### src/vna_pkg.sv
// ----------------------------------------------------------------------------
// vna_pkg
// Shared constants, mode codes and the request and result types of the
// normalisation unit.
// ----------------------------------------------------------------------------
package vna_pkg;

    localparam int VERTEX_DEPTH_DEF = 1024;
    localparam int COORD_BITS_DEF   = 16;
    localparam int INDEX_BITS       = 10;
    localparam int POS_BITS         = 16;
    localparam int SUM_BITS         = 52;
    localparam int COUNT_BITS       = 16;
    localparam int OUT_BITS         = 16;
    localparam int FRAC_BITS        = 14;
    localparam int REDUCE_BITS      = 30;

    localparam logic [1:0] MODE_LOAD     = 2'd0;
    localparam logic [1:0] MODE_TRIANGLE = 2'd1;
    localparam logic [1:0] MODE_QUERY    = 2'd2;

    typedef struct packed {
        logic                       start;
        logic signed [SUM_BITS-1:0] sum_x;
        logic signed [SUM_BITS-1:0] sum_y;
        logic signed [SUM_BITS-1:0] sum_z;
    } t_norm_req;

    typedef struct packed {
        logic                       done;
        logic                       degenerate;
        logic signed [OUT_BITS-1:0] nx;
        logic signed [OUT_BITS-1:0] ny;
        logic signed [OUT_BITS-1:0] nz;
    } t_norm_res;

endpackage

### src/vna_norm.sv
// ----------------------------------------------------------------------------
// vna_norm
// Iterative normalisation of a summed normal: range reduction by single-bit
// shifts, sum of squares, bit-pair square root and a restoring divider that
// produces each Q1.14 component in turn.
// ----------------------------------------------------------------------------
module vna_norm (
    input  logic                i_clk,
    input  logic                i_rst_n,
    input  vna_pkg::t_norm_req  i_req,
    output vna_pkg::t_norm_res  o_res
);

    localparam int MW   = vna_pkg::SUM_BITS;
    localparam int RB   = vna_pkg::REDUCE_BITS;
    localparam int FB   = vna_pkg::FRAC_BITS;
    localparam int QW   = vna_pkg::OUT_BITS;
    localparam int SQW  = 2 * RB + 4;
    localparam int LW   = RB + 2;
    localparam int NUMW = RB + FB + 1;
    localparam int CNTW = $clog2(QW);

    localparam logic [2:0] N_IDLE   = 3'd0;
    localparam logic [2:0] N_SHIFT  = 3'd1;
    localparam logic [2:0] N_SQ     = 3'd2;
    localparam logic [2:0] N_SQRT   = 3'd3;
    localparam logic [2:0] N_DIV_LD = 3'd4;
    localparam logic [2:0] N_DIV    = 3'd5;
    localparam logic [2:0] N_DONE   = 3'd6;

    logic [2:0]              r_state;
    logic [MW-1:0]           r_mag [3];
    logic                    r_neg [3];
    logic [1:0]              r_comp;
    logic [2*RB-1:0]         r_prod;
    logic [SQW-1:0]          r_x;
    logic [SQW-1:0]          r_root;
    logic [SQW-1:0]          r_bit;
    logic [QW-1:0]           r_num;
    logic [LW-1:0]           r_rem;
    logic [QW-1:0]           r_q;
    logic [CNTW-1:0]         r_cnt;
    logic signed [QW-1:0]    r_nrm [3];
    logic                    r_deg;

    logic [MW-1:0]           mag_sel;
    logic                    neg_sel;
    logic [RB-1:0]           op;
    logic                    big;
    logic                    all_zero;
    logic [SQW-1:0]          trial;
    logic                    sq_ge;
    logic [LW-1:0]           len;
    logic [NUMW-1:0]         num_full;
    logic [LW:0]             cand;
    logic                    div_ge;
    logic [QW-1:0]           q_fin;

    function automatic logic [MW-1:0] f_abs(input logic signed [MW-1:0] s);
        logic [MW-1:0] r;
        r = s[MW-1] ? MW'(-s) : MW'(s);
        return r;
    endfunction

    always_comb begin
        case (r_comp)
            2'd0: begin
                mag_sel = r_mag[0];
                neg_sel = r_neg[0];
            end
            2'd1: begin
                mag_sel = r_mag[1];
                neg_sel = r_neg[1];
            end
            2'd2: begin
                mag_sel = r_mag[2];
                neg_sel = r_neg[2];
            end
            default: begin
                mag_sel = '0;
                neg_sel = 1'b0;
            end
        endcase
    end

    assign op       = mag_sel[RB-1:0];
    assign big      = (|r_mag[0][MW-1:RB]) | (|r_mag[1][MW-1:RB]) | (|r_mag[2][MW-1:RB]);
    assign all_zero = (r_mag[0] == '0) && (r_mag[1] == '0) && (r_mag[2] == '0);
    assign trial    = r_root + r_bit;
    assign sq_ge    = (r_x >= trial);
    assign len      = r_root[LW-1:0];
    assign num_full = (NUMW'(op) << FB) + NUMW'(len >> 1);
    assign cand     = {r_rem, r_num[QW-1]};
    assign div_ge   = (cand >= {1'b0, len});
    assign q_fin    = {r_q[QW-2:0], div_ge};

    always_ff @(posedge i_clk) begin
        if (!i_rst_n) begin
            r_state <= N_IDLE;
        end else begin
            case (r_state)
                N_IDLE: begin
                    if (i_req.start) begin
                        r_mag[0] <= f_abs(i_req.sum_x);
                        r_mag[1] <= f_abs(i_req.sum_y);
                        r_mag[2] <= f_abs(i_req.sum_z);
                        r_neg[0] <= i_req.sum_x[MW-1];
                        r_neg[1] <= i_req.sum_y[MW-1];
                        r_neg[2] <= i_req.sum_z[MW-1];
                        r_deg    <= 1'b0;
                        r_state  <= N_SHIFT;
                    end
                end
                N_SHIFT: begin
                    if (all_zero) begin
                        r_nrm[0] <= '0;
                        r_nrm[1] <= '0;
                        r_nrm[2] <= '0;
                        r_deg    <= 1'b1;
                        r_state  <= N_DONE;
                    end else if (big) begin
                        r_mag[0] <= r_mag[0] >> 1;
                        r_mag[1] <= r_mag[1] >> 1;
                        r_mag[2] <= r_mag[2] >> 1;
                    end else begin
                        r_comp  <= 2'd0;
                        r_x     <= '0;
                        r_state <= N_SQ;
                    end
                end
                N_SQ: begin
                    // The square of one component is registered before it is added.
                    r_prod <= (2*RB)'(op) * (2*RB)'(op);
                    if (r_comp != 2'd0) begin
                        r_x <= r_x + SQW'(r_prod);
                    end
                    if (r_comp == 2'd3) begin
                        r_root  <= '0;
                        r_bit   <= SQW'(1) << (SQW - 2);
                        r_state <= N_SQRT;
                    end else begin
                        r_comp <= r_comp + 2'd1;
                    end
                end
                N_SQRT: begin
                    if (sq_ge) begin
                        r_x    <= r_x - trial;
                        r_root <= (r_root >> 1) + r_bit;
                    end else begin
                        r_root <= r_root >> 1;
                    end
                    r_bit <= r_bit >> 2;
                    if (r_bit == SQW'(1)) begin
                        r_comp  <= 2'd0;
                        r_state <= N_DIV_LD;
                    end
                end
                N_DIV_LD: begin
                    // The quotient stays below 2^16, so the top bits start as remainder.
                    r_num   <= num_full[QW-1:0];
                    r_rem   <= LW'(num_full[NUMW-1:QW]);
                    r_q     <= '0;
                    r_cnt   <= '0;
                    r_state <= N_DIV;
                end
                N_DIV: begin
                    r_rem <= div_ge ? LW'(cand - {1'b0, len}) : cand[LW-1:0];
                    r_num <= r_num << 1;
                    r_q   <= q_fin;
                    r_cnt <= r_cnt + CNTW'(1);
                    if (r_cnt == CNTW'(QW - 1)) begin
                        r_nrm[r_comp] <= neg_sel ? QW'(-q_fin) : q_fin;
                        if (r_comp == 2'd2) begin
                            r_state <= N_DONE;
                        end else begin
                            r_comp  <= r_comp + 2'd1;
                            r_state <= N_DIV_LD;
                        end
                    end
                end
                N_DONE: begin
                    r_state <= N_IDLE;
                end
                default: begin
                    r_state <= N_IDLE;
                end
            endcase
        end
    end

    assign o_res.done       = (r_state == N_DONE);
    assign o_res.degenerate = r_deg;
    assign o_res.nx         = r_nrm[0];
    assign o_res.ny         = r_nrm[1];
    assign o_res.nz         = r_nrm[2];

endmodule

### config.mk
export PLATFORM = sky130hd
export DESIGN_NAME = vna_norm
export DESIGN_NICKNAME = d
export VERILOG_FILES = /design/src/vna_pkg.sv /design/src/vna_norm.sv
export SDC_FILE = /design/constraint.sdc
export NUM_CORES = 2
export LEC_CHECK = 0
export BUFFER_PORTS_ARGS = -buffer_cell sky130_fd_sc_hd__buf_2
export CAP_MARGIN = 20
export CORE_ASPECT_RATIO = 0.6
export CORE_MARGIN = 2
export CORE_UTILIZATION = 30
export CTS_BUF_LIST = sky130_fd_sc_hd__clkbuf_8
export CTS_CLUSTER_DIAMETER = 120
export DETAILED_ROUTE_END_ITERATION = 8
export PLACE_DENSITY = 0.43
export SYNTH_ARGS = -nofsm -noshare
export SYNTH_HDL_FRONTEND = slang
export SYNTH_SLANG_ARGS = --single-unit
### constraint.sdc
create_clock -name i_clk -period 29.9 [get_ports i_clk]
set_clock_uncertainty 0.1 [all_clocks]
set_input_delay 5.98 -clock i_clk [delete_from_list [all_inputs] [get_ports i_clk]]
set_output_delay 5.98 -clock i_clk [all_outputs]
set_load 0.02 [all_outputs]
==> key figures <==
Timing
  • Setup WS post-layout: 17360 ps
  • Final Hold Fails: 0
  • Endpoints failing setup: 0
  • Setup TNS: 0 ps
  • Maximum clock frequency: 79.8 MHz
  • RSZ-0062 raised after global routing: false
  • Hold_ws: 401 ps
  • Period utilisation layout: 0.419
  • Pins Over Slew Limit: 0
  • Worst slew margin: 0.0824
  • Worst-Margin Slew: 1370 ps
  • Tmin final: 12540 ps

Placement
  • DP HPWL: roughly 210000 um
  • DP Cell Count: 9730
  • Final Wtd Congestion: 0.965
  • Port buffer count: approximately 210
  • Dpl ws: 17850 ps

Routing
  • DRT iter0 DRCs: 5979
  • Detailed Route WL: 254000 um
  • Drc violations: 0
  • Routed len/inst: 25.6 um
  • Detailed Routing Iterations Pass 1: 6
  • Post-DR vias/cell: around 5.3
  • Post-route ant nets: 0
  • Via count: 52400

Logic synthesis
  • FF+latch count, synth: 499
  • Number of synthesized flops with an enable pin: 496
  • Mean Syn Cell Area: approximately 9 sq um
  • Yosys warns: 0
  • Synth async-reset ratio: 0
  • Main flop type after synthesis: edfxtp_1
  • Largest family of logic cells by synthesized area: adder cells
  • Mux contribution to synthesized area: 0.00548
  • Mapped Nets: 8281
  • Synth Area in XOR/XNOR: 0.0699
  • Synth Instances: 6923
  • Area contributors post-synth: edfxtp_1, fa_1, ha_1
  • Cell Area, Synth: about 0.063 sq mm
  • Synth Area in Compound Gates: 0.147
  • Adder-Cell Fraction of Synth Area: 0.322
  • Count of cell types in the netlist: 75
  • Top-area cell type share of the netlist area: 0.237
  • Sequential area share after synthesis: 0.238
  • Simple-gate share of the synthesized area: 0.139
  • Cell taking the most area after synthesis: edfxtp_1

Clock tree
  • CTS H-tree lvls: 3
  • Bufs on Longest Clock Path: 3
  • CTS Sinks: 499
  • Worst-Skew Late Latency: 830 ps
  • Post-cts sizing count: 0
  • Root buffer cell: clkbuf_8
  • TritonCTS Buffers: 91
  • Post-CTS Hold Fix Bufs: 0
  • Setup bufs post-CTS: 0
  • Reg clk slew, reported paths: approximately 80 ps
  • CTS tree: built

Die
  • Initial core utilization: 0.301
  • Chip Width: a little under 600 um
  • Core ar.: 0.209 sq mm
  • Die Ht: 358 um
  • Area of the die: 0.213 sq mm
  • Ports: 209
  • Rows: 130

Worst setup path
  • Crit path DAT: 13010 ps
  • Worst Setup End Kind: flip-flop
  • Most frequent CP cell: fa_1
  • Crit start category: flip-flop
  • R2r setup slk: 17360 ps
  • Max stage delay on crit path: 910 ps
  • Crit Path Class: flip-flop to flip-flop
  • CP delay by family, top: adder cells
  • Crit-path slowest cell: nor2_1
  • Crit path required time: 30370 ps
  • WP buf/inv: 10
  • Crit Path Max Fanout: 33

Worst hold path
  • Hold WC Path Type: flip-flop to flip-flop

Global routing
  • Pin count of the biggest net entering global routing: 102
  • First-pass GRT wire length: 367000 um
  • Total track usage: 0.237
  • Grt ovf: 0
  • Initial antenna violation count: 36
  • Vias in the first global route: 51000

Run
  • Max Cap Violations: 0

Cells and area
  • Layout Cells excl Fill: 9918
  • Area growth, synth to finish: 10.2%
  • Nets: approximately 8400
  • Layout cells sized above 1: 0.0704

Status
  • Status: completed
[flip-flops by register name (all words and copies together) (netlist names)]
name     cells
r_bit       32
r_cnt        4
r_comp       2
r_deg        1
r_mag      156
r_neg        3
r_nrm       48
r_num       16
r_prod      59
r_q         15
r_rem       32
r_root      64
r_state      3
r_x         64
[cell usage in the layout (no fill, tap or decap), types with 175 or more instances in the layout]
cell,instances
a21oi_1,336
fa_1,698
nand2_1,758
o21ai_0,395
ha_1,501
buf_2,210
edfxtp_1,496
xor2_1,283
inv_1,1050
a21o_1,175
xnor2_1,218
nor2_1,519
[routing by layer]
metal,vias to the layer above,global-route usage,part of all wire
li1,23800,-,-
met1,26100,0.386,0.52
met4,20,0.0345,0.014
met5,-,0,0.00054
met3,215,0.0866,0.12
met2,2225,0.286,0.34
[final timing paths]
| kind | start | endpoint | depth (start not counted) |
|---|---|---|---|
| worst max-delay path | r_comp[0] | r_prod[58] | 35 |
| worst min-delay path | r_num[13] | r_num[14] | 2 |
| worst max register to register | r_comp[0] | r_prod[58] | 35 |
| worst min register to register | r_num[13] | r_num[14] | 2 |
[worst register-to-register path: cells and delay by family (launching register included)]
family	cells	cell delay (ps)
DFF	1	470
AOI/OAI and AO/OA	7	2170
buffers and inverters	10	2000
adders and majority gates	10	4560
xor gates and xnor gates	1	140
and+or+nand+nor	7	2870
[per-stage QoR]
step	utilization	cell area, sq um
2_1_floorplan	-	62800
3_3_place_gp	0.321	67000
3_5_place_dp	0.322	67100
4_1_cts	0.331	69100
5_1_grt	0.332	69200
6_report	0.332	69200
[area by class of cell]
class	instances	area (sq um)
clock inverters	75	692
multi-input cells	5124	43000
fillers	21800	139000
inverters	1045	3930
clock buffers	91	1250
well taps	2772	3470
repair buffers	306	1870
diodes	6	15.0
flip-flops and latches	499	15000
[cells in the mapped netlist (20+ instances only)]
cell type and count:
a22oi_1 31, o22ai_1 59, fa_1 698, a31oi_1 81, nor4_1 76, and2_1 46, xnor2_1 218, or3_1 67
nor2_1 523, a21oi_1 336, nor3_1 62, mux2i_1 31, a211oi_1 51, ha_1 501, nand2b_1 45, clkbuf_1 238
nand2_1 759, or4_1 32, nor2b_1 35, o21ai_0 396, o21ai_1 22, o41ai_1 27, nand4_1 71, a31o_2 20
o31ai_1 61, nand3_1 62, xor2_1 283, o21a_1 26, a21o_1 175, edfxtp_1 496, o21bai_1 68, inv_1 1032
and3_1 84
[cells by family after synthesis]
group                      after synthesis
and+or+nand+nor                       1912
DFF                                    499
buffers and inverters                 1300
AOI/OAI and AO/OA                     1478
adders and majority gates             1199
xor gates and xnor gates               501
muxes                                   34
Power is left out: the tool's default activity adds up to more than one toggle a clock period on the data nets, which glitch-free logic cannot reach.
